**config.mk**
```make
export PLATFORM = sky130hd
export DESIGN_NAME = glyph_atlas_shelf_allocator_core
export DESIGN_NICKNAME = d
export VERILOG_FILES = /design/src/gasa_pkg.sv /design/src/gasa_place.sv /design/src/glyph_atlas_shelf_allocator_core.sv
export SDC_FILE = /design/constraint.sdc
export NUM_CORES = 1
export LEC_CHECK = 0
export BUFFER_PORTS_ARGS = -buffer_cell sky130_fd_sc_hd__buf_2
export CAP_MARGIN = 20
export CORE_AREA = 5 5 170 172
export DETAILED_ROUTE_END_ITERATION = 12
export DIE_AREA = 0 0 175 177
export GPL_ROUTABILITY_DRIVEN = 0
export PLACE_DENSITY = 0.73
export SLEW_MARGIN = 10
export SYNTH_ARGS = -nofsm -noshare
export SYNTH_HDL_FRONTEND = slang
export SYNTH_SLANG_ARGS = --single-unit
```
**constraint.sdc**
```tcl
create_clock -name aclk -period 13.9 [get_ports aclk]
set_input_delay 0 -clock aclk [delete_from_list [all_inputs] [get_ports aclk]]
set_output_delay 0 -clock aclk [all_outputs]
set_load 0.005 [all_outputs]
```
**src/gasa_pkg.sv**
```systemverilog
// Shared types, constants and helper functions of the glyph atlas shelf allocator.
package gasa_pkg;

    localparam int MAX_PAGES = 1024;
    localparam int PAD_ALIGN = 4;
    localparam int PAGE_W = 10;
    localparam int DIM_W = 13;
    localparam int WIDE_W = 15;
    localparam logic [DIM_W-1:0] MAX_PAGE_DIM = 13'd4096;
    localparam logic [DIM_W-1:0] PAGE_DIM_RESET = 13'd256;
    localparam logic [PAGE_W-1:0] LAST_PAGE = PAGE_W'(MAX_PAGES - 1);
    localparam logic [WIDE_W-1:0] PAD_MASK = WIDE_W'(PAD_ALIGN - 1);

    // Configuration register indexes.
    localparam logic CFG_PAGE_WIDTH = 1'b0;
    localparam logic CFG_PAGE_HEIGHT = 1'b1;

    typedef enum logic {
        OP_ALLOC = 1'b0,
        OP_RELEASE = 1'b1
    } op_t;

    typedef enum logic [2:0] {
        ST_PLACED = 3'd0,
        ST_EMPTY = 3'd1,
        ST_TOO_LARGE = 3'd2,
        ST_NO_PAGES = 3'd3,
        ST_RELEASED = 3'd4
    } status_t;

    typedef struct packed {
        op_t         op;
        logic [11:0] glyph_width;
        logic [11:0] glyph_height;
        logic        keep_lock;
    } item_t;

    typedef struct packed {
        logic [DIM_W-1:0]  cursor_x;
        logic [DIM_W-1:0]  cursor_y;
        logic [DIM_W-1:0]  shelf_height;
        logic              have_page;
        logic [PAGE_W-1:0] current_page;
        logic              lock_held;
    } state_t;

    typedef struct packed {
        status_t           status;
        logic [PAGE_W-1:0] page_index;
        logic [11:0]       region_x;
        logic [11:0]       region_y;
        logic [DIM_W-1:0]  region_w;
        logic [DIM_W-1:0]  region_h;
        logic              new_page;
        logic              relock;
        logic [11:0]       lock_x;
        logic [11:0]       lock_y;
        logic [DIM_W-1:0]  lock_w;
        logic [DIM_W-1:0]  lock_h;
    } result_t;

    // Round up to the next multiple of the (power of two) padding alignment.
    function automatic logic [WIDE_W-1:0] pad_up(input logic [WIDE_W-1:0] v);
        logic [WIDE_W-1:0] s;
        s = v + PAD_MASK;
        return s & ~PAD_MASK;
    endfunction

endpackage

```
**src/gasa_place.sv**
```systemverilog
// Placement logic: one request against the shelf state gives a result and the next state.
module gasa_place (
    input  gasa_pkg::item_t                 item,
    input  gasa_pkg::state_t                cur,
    input  logic [gasa_pkg::DIM_W-1:0]      cfg_page_width,
    input  logic [gasa_pkg::DIM_W-1:0]      cfg_page_height,
    output gasa_pkg::result_t               res,
    output gasa_pkg::state_t                nxt
);

    localparam int WW = gasa_pkg::WIDE_W;
    localparam int DW = gasa_pkg::DIM_W;
    localparam int PW = gasa_pkg::PAGE_W;

    logic [DW-1:0] pw;
    logic [DW-1:0] ph;
    logic [DW-1:0] bw;
    logic [DW-1:0] bh;
    logic [WW-1:0] w4;
    logic [WW-1:0] h4;
    logic          empty_glyph;
    logic          too_large;

    logic [WW-1:0] cx0, cy0, sh0;
    logic [PW-1:0] page0;
    logic          opened0, rel0;

    logic          wrap;
    logic [WW-1:0] cx1, cy1, sh1;

    logic          need_page;
    logic          exhausted;
    logic [WW-1:0] cx2, cy2, sh2;
    logic [PW-1:0] page2;
    logic          opened2, rel2;

    logic          taller;
    logic [WW-1:0] sh3;
    logic          rel3;
    logic [WW-1:0] cx_after;

    assign pw = (cfg_page_width > gasa_pkg::MAX_PAGE_DIM) ? gasa_pkg::MAX_PAGE_DIM
                                                          : cfg_page_width;
    assign ph = (cfg_page_height > gasa_pkg::MAX_PAGE_DIM) ? gasa_pkg::MAX_PAGE_DIM
                                                           : cfg_page_height;

    assign bw = DW'(item.glyph_width) + DW'(2);
    assign bh = DW'(item.glyph_height) + DW'(2);
    assign w4 = gasa_pkg::pad_up(WW'(bw));
    assign h4 = gasa_pkg::pad_up(WW'(bh));

    assign empty_glyph = (item.glyph_width == '0) || (item.glyph_height == '0);
    assign too_large = (w4 > WW'(pw)) || (h4 > WW'(ph));

    // Without a page yet, the first allocation opens page zero at the origin.
    always_comb begin
        if (!cur.have_page) begin
            cx0 = '0;
            cy0 = '0;
            sh0 = '0;
            page0 = '0;
            opened0 = 1'b1;
            rel0 = 1'b1;
        end else begin
            cx0 = WW'(cur.cursor_x);
            cy0 = WW'(cur.cursor_y);
            sh0 = WW'(cur.shelf_height);
            page0 = cur.current_page;
            opened0 = 1'b0;
            rel0 = !cur.lock_held;
        end
    end

    // Start a new shelf below the tallest glyph of the current one.
    assign wrap = (cx0 + w4) > WW'(pw);
    assign cx1 = wrap ? '0 : cx0;
    assign cy1 = wrap ? gasa_pkg::pad_up(cy0 + sh0) : cy0;
    assign sh1 = wrap ? '0 : sh0;

    assign need_page = (cy1 + h4) > WW'(ph);
    assign exhausted = need_page && (page0 >= gasa_pkg::LAST_PAGE);
    assign cx2 = need_page ? '0 : cx1;
    assign cy2 = need_page ? '0 : cy1;
    assign sh2 = need_page ? '0 : sh1;
    assign page2 = need_page ? page0 + PW'(1) : page0;
    assign opened2 = opened0 | need_page;
    assign rel2 = rel0 | wrap | need_page;

    // The lock must grow when this glyph is taller than the shelf so far.
    assign taller = WW'(bh) > sh2;
    assign sh3 = taller ? h4 : sh2;
    assign rel3 = rel2 | taller;
    assign cx_after = gasa_pkg::pad_up(cx2 + w4);

    always_comb begin
        res = '0;
        nxt = cur;
        if (item.op == gasa_pkg::OP_RELEASE) begin
            res.status = gasa_pkg::ST_RELEASED;
            nxt.lock_held = 1'b0;
        end else if (empty_glyph) begin
            res.status = gasa_pkg::ST_EMPTY;
        end else if (too_large) begin
            res.status = gasa_pkg::ST_TOO_LARGE;
        end else if (exhausted) begin
            res.status = gasa_pkg::ST_NO_PAGES;
        end else begin
            res.status = gasa_pkg::ST_PLACED;
            res.page_index = page2;
            res.region_x = cx2[11:0];
            res.region_y = cy2[11:0];
            res.region_w = bw;
            res.region_h = bh;
            res.new_page = opened2;
            res.relock = rel3;
            if (rel3) begin
                res.lock_x = cx2[11:0];
                res.lock_y = cy2[11:0];
                if (item.keep_lock) begin
                    res.lock_w = pw - cx2[DW-1:0];
                    res.lock_h = sh3[DW-1:0];
                end else begin
                    res.lock_w = w4[DW-1:0];
                    res.lock_h = h4[DW-1:0];
                end
            end
            nxt.cursor_x = cx_after[DW-1:0];
            nxt.cursor_y = cy2[DW-1:0];
            nxt.shelf_height = sh3[DW-1:0];
            nxt.current_page = page2;
            nxt.have_page = 1'b1;
            // A kept lock always covers this glyph's shelf; otherwise it is dropped.
            nxt.lock_held = item.keep_lock;
        end
    end

endmodule

```
**src/glyph_atlas_shelf_allocator_core.sv**
```systemverilog
// Top level of the glyph atlas shelf allocator: request register, placement, result register.
//
// Each request is captured in an input register, resolved by the placement logic and
// stored in a result register when that register is empty or being drained. One request
// is taken every cycle while results are being taken. The shelf state (cursor, shelf
// height, page, lock) is updated at the same edge that loads the result, so the next
// request always sees it. Page size registers are written through the cfg_* port; the
// user must write them only while no request is in flight, as the block does not enforce
// it. Sizes above 4096 act as 4096.
module glyph_atlas_shelf_allocator_core (
    input  logic                            aclk,
    input  logic                            aresetn,

    input  logic                            cfg_we,
    input  logic                            cfg_index,
    input  logic [gasa_pkg::DIM_W-1:0]      cfg_wdata,

    input  logic                            s_valid,
    output logic                            s_ready,
    input  logic                            s_op,
    input  logic [11:0]                     s_glyph_width,
    input  logic [11:0]                     s_glyph_height,
    input  logic                            s_keep_lock,

    output logic                            m_valid,
    input  logic                            m_ready,
    output logic [2:0]                      m_status,
    output logic [gasa_pkg::PAGE_W-1:0]     m_page_index,
    output logic [11:0]                     m_region_x,
    output logic [11:0]                     m_region_y,
    output logic [gasa_pkg::DIM_W-1:0]      m_region_w,
    output logic [gasa_pkg::DIM_W-1:0]      m_region_h,
    output logic                            m_new_page,
    output logic                            m_relock,
    output logic [11:0]                     m_lock_x,
    output logic [11:0]                     m_lock_y,
    output logic [gasa_pkg::DIM_W-1:0]      m_lock_w,
    output logic [gasa_pkg::DIM_W-1:0]      m_lock_h
);

    logic [gasa_pkg::DIM_W-1:0] page_width_reg;
    logic [gasa_pkg::DIM_W-1:0] page_height_reg;

    logic                in_valid_reg;
    gasa_pkg::item_t     in_item_reg;
    logic                out_valid_reg;
    gasa_pkg::result_t   out_res_reg;
    gasa_pkg::state_t    state_reg;

    gasa_pkg::result_t   res_next;
    gasa_pkg::state_t    state_next;
    logic                advance;

    // The held request moves on when the result register is empty or being drained.
    assign advance = in_valid_reg && (!out_valid_reg || m_ready);
    assign s_ready = !in_valid_reg || advance;

    always_ff @(posedge aclk) begin
        if (!aresetn) begin
            page_width_reg <= gasa_pkg::PAGE_DIM_RESET;
            page_height_reg <= gasa_pkg::PAGE_DIM_RESET;
        end else if (cfg_we) begin
            if (cfg_index == gasa_pkg::CFG_PAGE_WIDTH) begin
                page_width_reg <= cfg_wdata;
            end else if (cfg_index == gasa_pkg::CFG_PAGE_HEIGHT) begin
                page_height_reg <= cfg_wdata;
            end
        end
    end

    always_ff @(posedge aclk) begin
        if (!aresetn) begin
            in_valid_reg <= 1'b0;
        end else if (s_ready) begin
            in_valid_reg <= s_valid;
        end
    end

    always_ff @(posedge aclk) begin
        if (s_valid && s_ready) begin
            in_item_reg.op <= gasa_pkg::op_t'(s_op);
            in_item_reg.glyph_width <= s_glyph_width;
            in_item_reg.glyph_height <= s_glyph_height;
            in_item_reg.keep_lock <= s_keep_lock;
        end
    end

    gasa_place u_place (
        .item            (in_item_reg),
        .cur             (state_reg),
        .cfg_page_width  (page_width_reg),
        .cfg_page_height (page_height_reg),
        .res             (res_next),
        .nxt             (state_next)
    );

    always_ff @(posedge aclk) begin
        if (!aresetn) begin
            state_reg <= '0;
            out_valid_reg <= 1'b0;
        end else begin
            if (advance) begin
                state_reg <= state_next;
                out_valid_reg <= 1'b1;
            end else if (m_ready) begin
                out_valid_reg <= 1'b0;
            end
        end
    end

    always_ff @(posedge aclk) begin
        if (advance) begin
            out_res_reg <= res_next;
        end
    end

    assign m_valid = out_valid_reg;
    assign m_status = out_res_reg.status;
    assign m_page_index = out_res_reg.page_index;
    assign m_region_x = out_res_reg.region_x;
    assign m_region_y = out_res_reg.region_y;
    assign m_region_w = out_res_reg.region_w;
    assign m_region_h = out_res_reg.region_h;
    assign m_new_page = out_res_reg.new_page;
    assign m_relock = out_res_reg.relock;
    assign m_lock_x = out_res_reg.lock_x;
    assign m_lock_y = out_res_reg.lock_y;
    assign m_lock_w = out_res_reg.lock_w;
    assign m_lock_h = out_res_reg.lock_h;

endmodule

```
# [Yosys cells after proc, flatten, opt, wreduce, memory -nomap -nowiden]
# Index checks and enable logic that the tools add are counted.
# W data, S select, Z words.
[op_classes] add_sub_neg=12 n_lt_le_gt_ge=8 eq_ne=3 n_mux=26 bitwise=11 reduce_logical=21
[op_table] operator="$mux W13" n=9
[op_table] operator="$mux W15" n=3
[op_table] operator="$gt A15 B13 Y1" n=2
[op_table] operator="$add A13 B2 Y14 const B" n=2
[op_table] operator="$gt A14 B13 Y1" n=2
[op_table] operator="$add A12 B2 Y13 const B" n=2
[op_table] operator="$gt A13 B13 Y1 const B" n=2
[op_table] operator="$mux W26" n=1
[op_table] operator="$logic_not A12 Y1" n=2
[op_table] operator="$mux W10" n=2
[op_table] operator="$add A13 B14 Y15" n=1
[op_table] operator="$add A15 B13 Y15" n=1
[op_table] operator="$add A15 B14 Y15" n=1
[op_table] operator="$add A15 B2 Y15 const B" n=1
[op_table] operator="$gt A13 B15 Y1" n=1
[op_table] operator="$add A13 B13 Y13" n=1
[op_table] operator="$add A13 B2 Y13 const B" n=1
[op_table] operator="$sub A13 B13 Y13" n=1
[op_table] operator="$add A10 B1 Y10 const B" n=1
[op_table] operator="$ge A10 B10 Y1 const B" n=1
[op_table] operator="$mux W1" n=8
[op_table] operator="$not A1 Y1" n=7
[op_table] operator="$mux W3" n=2
[op_table] operator="$ne A2 B2 Y1 const B" n=3
[op_table] operator="other kinds (13)" n=24
[totals] ff_bits=218 output_inout_bits=117

# [Depth between registers and ports, before layout]
# Gate-level depths: netlist of the first run.
[logic_depth] word_depth=12 mapped_depth=54

# [Hierarchy]
# A second synthesis of the first run with hierarchy kept.
[hier_totals] cells_unflattened=1577 hier_area_um2=14506.4
[by_module_without_submodules] mod="glyph_atlas_shelf_allocator_core" instances=1 cells_each=486 area_per_inst_um2=7323.3 seq_area_each_um2=5815.6
[by_module_without_submodules] mod="gasa_place" instances=1 cells_each=1091 area_per_inst_um2=7183.1 seq_area_each_um2=0.0

# [Worst setup path after synthesis of the first run]
# No wires, ideal clock.
[synth_timing] kind="register -> register" start="reg in_item_reg[14] in the netlist's numbering" end="reg out_res_reg, in the netlist m_lock_w[12] (data pin)" setup_time_ns=0.278 arrival_ns=10.717 path_slack_ns=2.905 stages_incl_launch_ff=49 n_path_buf=3 synth_period_minus_slack_ns=10.995 path_cell_list="edfxtp_1 > ha_1 > xnor2_1 > or3_1 > or3_1 > or3_4 > xor2_1 > ha_1 > and2_1 > a221oi_1 > o31ai_1 > xor2_1 > ha_1 > nand4_1 > nor2_1 > a2111o_1 > a22oi_4 > clkbuf_1 > [... 13 more ...] > or3_1 > or4_4 > nand2_4 > buf_6 > buf_2 > nand3_1 > inv_1 > fa_1 > nor2b_1 > o21ai_0 > a21boi_0 > o21ai_0 > a21oi_1 > a21o_1 > a21oi_1 > xnor2_1 > xnor2_1 > a211oi_2"
[synth_via] word_cells_on_any_way=24 classes_between="add/sub: 5; order compare: 4; mux: 6; bitwise: 4; reduce/logical: 5"
[synth_lines] element="start: declaration" line="glyph_atlas_shelf_allocator_core.sv:45" text="gasa_pkg::item_t in_item_reg;"
[synth_lines] element="$add A12 B2 Y13 (*)" line="gasa_place.sv:47" text="assign bw = DW'(item.glyph_width) + DW'(2);"
[synth_lines] element="$add A13 B2 Y14 (*)" line="gasa_pkg.sv:65" text="s = v + PAD_MASK;"
[synth_lines] element="$add A13 B14 Y15 (*)" line="gasa_place.sv:75" text="assign wrap = (cx0 + w4) > WW'(pw);"
[synth_lines] element="$gt A15 B13 Y1 (*)" line="gasa_place.sv:75"
[synth_lines] element="$mux W15" line="gasa_place.sv:77" text="assign cy1 = wrap ? gasa_pkg::pad_up(cy0 + sh0) : cy0;"
[synth_lines] element="$add A15 B14 Y15" line="gasa_place.sv:80" text="assign need_page = (cy1 + h4) > WW'(ph);"
[synth_lines] element="$gt A15 B13 Y1" line="gasa_place.sv:80"
[synth_lines] element="$mux W13 (*)" line="gasa_place.sv:82" text="assign cx2 = need_page ? '0 : cx1;"
[synth_lines] element="named net u_place.cx2[3]" line="gasa_place.sv:33" text="logic [WW-1:0] cx2, cy2, sh2;"
[synth_lines] element="$sub A13 B13 Y13 (*)" line="gasa_place.sv:120" text="res.lock_w = pw - cx2[DW-1:0];"
[synth_lines] element="$mux W26 (*)" line="gasa_place.sv:119" text="if (item.keep_lock) begin"
[synth_lines] element="end signal: assignment" line="glyph_atlas_shelf_allocator_core.sv:113" text="out_res_reg <= res_next;"
[synth_lines] element="end: declaration" line="glyph_atlas_shelf_allocator_core.sv:47" text="gasa_pkg::result_t out_res_reg;"
# Mark *: on every way through the listed nets, which the timed path passes. The rest lies on a longest branch.
# A chain may end at the register's enable or synchronous reset.

# [Worst setup path after layout of the first run]
[layout_timing] start="reg in_item_reg[14] in the netlist's numbering" end="reg out_res_reg, in the netlist m_lock_w[11] (data pin)"
[layout_via] elab_chain_len=12 word_cells_on_any_way=24 classes_between="add/sub: 5; order compare: 4; mux: 6; bitwise: 4; reduce/logical: 5"
[layout_rtl] element="$add A12 B2 Y13" line="gasa_place.sv:47"
[layout_rtl] element="$add A13 B2 Y14" line="gasa_pkg.sv:65"
[layout_rtl] element="$add A13 B14 Y15" line="gasa_place.sv:75"
[layout_rtl] element="$gt A15 B13 Y1" line="gasa_place.sv:75"
[layout_rtl] element="$mux W15" line="gasa_place.sv:77"
[layout_rtl] element="$add A15 B14 Y15" line="gasa_place.sv:80"
[layout_rtl] element="$gt A15 B13 Y1" line="gasa_place.sv:80"
[layout_rtl] element="$mux W15" line="gasa_place.sv:84" text="assign sh2 = need_page ? '0 : sh1;"
[layout_rtl] element="$gt A13 B15 Y1" line="gasa_place.sv:90" text="assign taller = WW'(bh) > sh2;"
[layout_rtl] element="$or A1 B1 Y1" line="gasa_place.sv:92" text="assign rel3 = rel2 | taller;"
[layout_rtl] element="$not A1 Y1 (no source line)"
[layout_rtl] element="$reduce_or A5 Y1 (no source line)"
# Parallel ways exist; a longest one is shown, timed or not.

==> flow_summary.json, run 1 <==
{
  "avgSynthCellArea_um2": 9.51,
  "yosys.area.top_type_share_pct": 30.8,
  "end_kind": "flop",
  "r2r_cells": 44,
  "ff2ff_setup_slack_ns": 1.95,
  "critPathCapture": "m_lock_w[11]",
  "muxShareOfSynthArea_pct": 1.07,
  "async_reset_ff_share_pct": 0,
  "slowest_stage": "edfxtp_1",
  "p_leak_nw": 6.58,
  "drt_iter0_markers": 846,
  "synth_top_family_by_area": "simple AND/OR/NAND/NOR gates",
  "synth_compound_area_share_pct": 13.6,
  "initial_core_util_pct": 48.9,
  "die_x_um": 175,
  "finalSetupViolations": 0,
  "grt_max_degree": 62,
  "ys.warnings.count": 0,
  "crit_path_max_fanout": 31,
  "tns_ns": 0,
  "critPathMaxStageDelay_ns": 0.50,
  "avgViaCountPerCell": 5.62,
  "drc": 0,
  "syn_area_um2": 13400,
  "ant_nets": 0,
  "path_clk_slew_ns": 0.06,
  "synth-simple-area-share_pct": 19.8,
  "drv_cap": 0,
  "dpl.hpwl_um": 25500,
  "crit_arrival_ns": 12.20,
  "numCtsBuffers": 24,
  "grt_first_pass_wirelength_um": 55400,
  "fin_nets": 1779,
  "port_buffers": 157,
  "cts_buffer_depth": 3,
  "largest_register_ffs": 49,
  "cp.required_ns": 14.15,
  "overflow": 0,
  "report.final.slew_viol_count": 0,
  "ir_worst_vdd_mv": 0.0985,
  "rows": 61,
  "areaGrowthSynthToFinish_pct": 17.6,
  "synth_seq_area_share_pct": 42.3,
  "finClkSkew_ns": 0.0159,
  "core_area_um2": 27300,
  "synth-edff-count": 137,
  "yosys.area_share.adder_pct": 13.2,
  "synth_area_leaders": "edfxtp_1 (31%), ha_1 (12%), dfxtp_1 (12%)",
  "synth_top_cell_by_area": "edfxtp_1",
  "final_core_utilization_pct": 57.5,
  "dr.pass1.iters": 5,
  "fmax_mhz": 83.7,
  "io_pins": 162,
  "final_cells": 1959,
  "period_needed_ns": 11.95,
  "rsz0062_at_grt": "false",
  "die_y_um": 177,
  "relSlewSlack_pct": 26.2,
  "nFillCells": 2397,
  "criticalPathCategory": "reg -> reg",
  "p_per_area_nw_per_um2": 102,
  "drt-wirelength-per-cell_um": 17.7,
  "tightest_slew_ns": 1.11,
  "worstReg2RegStart": "in_item_reg[14]",
  "clkSinkCount": 214,
  "worst_r2r_endpoint": "m_lock_w[11]",
  "final_area_um2": 15700,
  "ys_types": 79,
  "synth_flop_cell": "edfxtp_1",
  "dr_total_vias": 11000,
  "hold_violations": 0,
  "htreeDepth": 1,
  "diodes": 0,
  "clock-root-buffer": "clkbuf_16",
  "antenna_found_initial": 0,
  "yosys.area_share.xor_xnor_pct": 6.02,
  "dpl_cell_area_um2": 14400,
  "syn_inst": 1405,
  "die-area_um2": 31000,
  "clk_latency_ns": 0.53,
  "drive_gt1_share_pct": 14.6,
  "status": "finished clean",
  "fin_crit_sh_pct": 86.0,
  "power_w": 0.00160,
  "tritoncts": "yes",
  "ys_ff_latch": 214,
  "cp_common_cell": "ha_1",
  "track_usage_pct": 22.0,
  "worst_setup_path_start_kind": "flop",
  "cp-startpoint": "in_item_reg[14]",
  "hp-class": "in -> reg",
  "wl_um": 34700,
  "first_global_vias": 10600,
  "placedCellCount": 1867
}
-- critical path: cells and delay by family (launching register included) --
kind                       cells  cell delay, ns
DFF                            1            0.50
xor gates and xnor gates       5            1.09
buffers and inverters          1            0.12
adders and majority gates      7            2.27
AOI/OAI and AO/OA             14            3.45
muxes                          2            0.49
and+or+nand+nor               15            3.74
-- cells in the final DEF, fill, tap and decap left out, drive strengths merged, types with 7 or more instances in the layout --
master and instances:
and3 11, a21oi 97, nand2 186, nand2b 9
o21bai 12, xnor2 53, a211oi 15, dfxtp 77
nand4 19, nand3 52, a22o 11, nor2 130
nor4 17, o21a 23, o21ai 27, or3 19
or2 7, buf 167, edfxtp 137, clkbuf 34
nor3 26, and2 44, a21o 34, inv 72
dlygate4sd3 48, or4 7, mux2i 12, ha 133
nor2b 18, a31oi 11, xor2 38
-- layout make-up --
class / count / area (um2) / area share, %
inverters: 72 / 273 / 1.74
multi-input cells: 1069 / 7210 / 45.9
clock buffers: 34 / 701 / 4.46
clock inverters: 9 / 104 / 0.661
well taps: 346 / 433 / 2.75
repair buffers: 215 / 1340 / 8.52
flip-flops and latches: 214 / 5660 / 36.0
-- logic make-up (layout without fill, tap and decap cells) --
family / count (synthesis) / in the layout
and+or+nand+nor: 553 / 553
AOI/OAI and AO/OA: 268 / 268
DFF: 214 / 214
adders and majority gates: 138 / 138
buffers and inverters: 126 / 330
xor gates and xnor gates: 91 / 91
muxes: 14 / 14
other: 1 / 5
-- through the flow --
stage | hold slack [ns] | setup slack [ns]
detailed placement | 0.178 | 2.10
global placement | 0.176 | 2.42
CTS | 0.0170 | 2.03
finish | 0.0284 | 1.95
floorplan | 0.0989 | 2.91
global route | 0.0716 | 1.02
-- layer usage --
layer / up-vias / GRT usage [%] / routed length [um]
li1: 5390 / - / -
met1: 5185 / 31.5 / 15900
met2: 388 / 35.1 / 15400
met3: 53 / 3.65 / 2590
met4: 0 / 5.34 / 815
met5: - / 0 / 0
-- cell usage after synthesis (all sizes together) (3+ instances only) --
library cell,number
inv,72
nand2b,9
xor2,38
and3,11
nor3,26
nor4,17
fa,5
or3,19
a21o,34
and4,3
a211o,4
a31oi,11
xnor2,53
or2,7
nand4,19
or4,7
a21oi,97
clkbuf,31
and2,44
o21bai,12
o21a,23
o211ai,5
buf,23
mux2i,12
dfxtp,77
a211oi,15
nand2,186
o31ai,3
a22oi,4
nand3,52
o21ai,27
a22o,11
ha,133
nor2,130
nor2b,18
edfxtp,137
-- worst min-delay path by stage --
stage,from,end,slack (ns),depth (start not counted)
CTS,cfg_we,page_width_reg[2],0.02,4
finish,cfg_we,page_width_reg[2],0.03,4
detailed placement,s_glyph_height[3],in_item_reg[4],0.18,1
global placement,s_op,in_item_reg[25],0.18,1
global route,cfg_we,page_width_reg[10],0.07,4
floorplan,s_keep_lock,in_item_reg[0],0.1,0
-- power by group --
part / total [W] / switching, W / leakage [nW] / internal (W)
sequential: 0.000719 / 0.0000160 / 1.91 / 0.000703
clock: 0.000647 / 0.000259 / 0.390 / 0.000388
combinational: 0.000233 / 0.000140 / 4.28 / 0.0000930
total: 0.00160 / 0.000415 / 6.58 / 0.00118
-- repair_timing --
item                      CTS  global route
setup buffers               0             0
hold buffers               48             0
hold endpoints to repair   62             0
gates resized for setup     0             0
(Power assumes the default switching activity.)
==> run 2, diff against run 1 <==
--- a/config.mk
+++ b/config.mk
@@ -7,11 +7,11 @@
 export LEC_CHECK = 0
 export BUFFER_PORTS_ARGS = -buffer_cell sky130_fd_sc_hd__buf_2
 export CAP_MARGIN = 20
-export CORE_AREA = 5 5 170 172
+export CORE_AREA = 5 5 134 199
 export DETAILED_ROUTE_END_ITERATION = 12
-export DIE_AREA = 0 0 175 177
+export DIE_AREA = 0 0 139 204
 export GPL_ROUTABILITY_DRIVEN = 0
-export PLACE_DENSITY = 0.73
+export PLACE_DENSITY = 0.79
 export SLEW_MARGIN = 10
 export SYNTH_ARGS = -nofsm -noshare
 export SYNTH_HDL_FRONTEND = slang
==> constraint.sdc (replaced) <==
create_clock -name aclk -period 14.35 [get_ports aclk]
set_input_delay 0 -clock aclk [delete_from_list [all_inputs] [get_ports aclk]]
set_output_delay 0 -clock aclk [all_outputs]
set_load 0.005 [all_outputs]
==> run 2 against run 1 <==
Cell count shrank 0.77%. Via count is 3.5% higher. Clock power shrank 13%. Highest routed layer unchanged. Clock-buffer cell count down 5.
==> flow_summary.json, run 2 (synthesis gave the netlist of run 1 again) <==
{
  "status": "finished clean",
  "htreeDepth": 1,
  "multi_input_area_um2": 7210,
  "drv_cap": 0,
  "cts_buffer_depth": 3,
  "die-area_um2": 28400,
  "core_area_um2": 24900,
  "finalSetupViolations": 0,
  "layout_common_cells": "nand2_1 (185), buf_2 (157), edfxtp_1 (137), ha_1 (133), nor2_1 (130)",
  "rows": 71,
  "power_w": 0.00150,
  "initial_core_util_pct": 53.7,
  "drc": 0,
  "dr_wl_met3_um": 1960,
  "seqCellArea_um2": 5660,
  "avgViaCountPerCell": 5.86,
  "die_y_um": 204,
  "clk_latency_ns": 0.52,
  "p_per_area_nw_per_um2": 95.7,
  "dr.pass1.iters": 5,
  "path_clk_slew_ns": 0.06,
  "areaGrowthSynthToFinish_pct": 17.1,
  "dpl.hpwl_um": 27500,
  "worst_r2r_endpoint": "m_lock_w[12]",
  "first_global_vias": 11500,
  "p_leak_nw": 6.55,
  "rsz0062_at_grt": "false",
  "ir_worst_vdd_mv": 0.0880,
  "wl_um": 38000,
  "cts_setup_buffers": 0,
  "io_pins": 162,
  "wl_met1_um": 13100,
  "port_buffers": 157,
  "criticalPathCategory": "reg -> reg",
  "end_kind": "flop",
  "report.final.slew_viol_count": 0,
  "crit_path_max_fanout": 31,
  "r2r_cells": 45,
  "crit_buf_inv": 2,
  "ant_nets": 0,
  "nFillCells": 2025,
  "tns_ns": 0,
  "hold_depth": 4,
  "antenna_found_initial": 1,
  "track_usage_pct": 25.9,
  "die_x_um": 139,
  "final_common_cell": "nand2_1",
  "fin_crit_sh_pct": 86.6,
  "grt_first_pass_wirelength_um": 58700,
  "drt_iter0_markers": 921,
  "overflow": 0,
  "largest_register_ffs": 49,
  "holdWs_ns": 0.105,
  "grt_max_degree": 69,
  "top_layer_used": "met4",
  "hold_violations": 0,
  "ff2ff_setup_slack_ns": 1.92,
  "dr_total_vias": 11400,
  "met2_length_um": 19700,
  "numCtsBuffers": 22,
  "relSlewSlack_pct": 23.0,
  "slowest_stage": "a22oi_4",
  "worst_setup_path_start_kind": "flop",
  "period_needed_ns": 12.43,
  "cp_common_cell": "ha_1",
  "crit_arrival_ns": 12.64,
  "fin_nets": 1782,
  "clkSinkCount": 214,
  "clock-root-buffer": "clkbuf_16",
  "fmax_mhz": 80.5,
  "finClkSkew_ns": 0.0148,
  "hp-class": "in -> reg",
  "worstReg2RegStart": "in_item_reg[14]",
  "critPathMaxStageDelay_ns": 0.66,
  "drt-wirelength-per-cell_um": 19.5,
  "drive_gt1_share_pct": 14.6,
  "cp_top_family": "compound AO/OA/AOI/OAI gates",
  "hp-start": "cfg_we",
  "tritoncts": "yes",
  "hold_end": "page_height_reg[11]",
  "cts_resized": 0,
  "hold_buffers": 51,
  "cp.required_ns": 14.57,
  "tightest_slew_ns": 1.16
}
==> run 2: cell types whose count changed in the layout (fill, tap and decap cells not counted), moves of 2 or more <==
| cell | change |
|---|---|
| buf_4 | +2 |
| clkbuf_16 | -3 |
| bufinv_16 | -2 |
| clkbuf_1 | -3 |
| dlygate4sd3_1 | +3 |
==> run 2: worst min-delay path, cell delays in order <==
cell and delay [ns]:
buf_2 0.11, nand2_1 0.26, nand2_1 0.15, a21oi_1 0.05
==> run 2: how the worst max path moves through the flow <==
stage / startpoint / to / slack (ns) / cells after the start
2_1_floorplan: in_item_reg[14] / m_lock_w[12] / 3.36 / 48
3_3_place_gp: in_item_reg[14] / m_lock_w[12] / 2.39 / 45
3_5_place_dp: in_item_reg[14] / m_lock_w[12] / 2.18 / 45
4_1_cts: in_item_reg[14] / m_lock_w[12] / 2.10 / 45
5_1_grt: in_item_reg[14] / m_lock_w[12] / 1.18 / 45
6_report: in_item_reg[14] / m_lock_w[12] / 1.92 / 45
==> run 2: through the flow <==
step                      instance area (um2)  worst slack (ns)  util, %  instances
final                                   15600              1.92     62.9       1944
after global routing                    15600              1.18     62.9       1944
after CTS                               15600              2.10     62.8       1942
after detailed placement                14400              2.18     58.0       1851
after global placement                  14400              2.39     58.0       1851
after floorplan                         13400              3.36        -       1409
==> run 2: power breakdown <==
| part | switching (W) | total [W] | leakage, nW | internal, W |
|---|---|---|---|---|
| clock | 0.000253 | 0.000565 | 0.345 | 0.000312 |
| sequential | 0.0000155 | 0.000696 | 1.91 | 0.000681 |
| combinational | 0.000143 | 0.000235 | 4.30 | 0.0000926 |
==> run 2: layout make-up <==
class / instances / share of cell area (%)
antenna: 1 / 0.0160
clock buffer: 29 / 4.01
clock inverter: 11 / 0.488
inverter: 72 / 1.74
multi-input combinational: 1069 / 46.1
sequential: 214 / 36.1
tap: 328 / 2.62
timing repair buffer: 220 / 8.91
==> run 2: layer usage <==
layer	vias up	global-route usage [%]
li1	5381	-
met1	5342	26.1
met2	498	48.2
met3	177	3.25
met4	0	19.6
met5	-	0
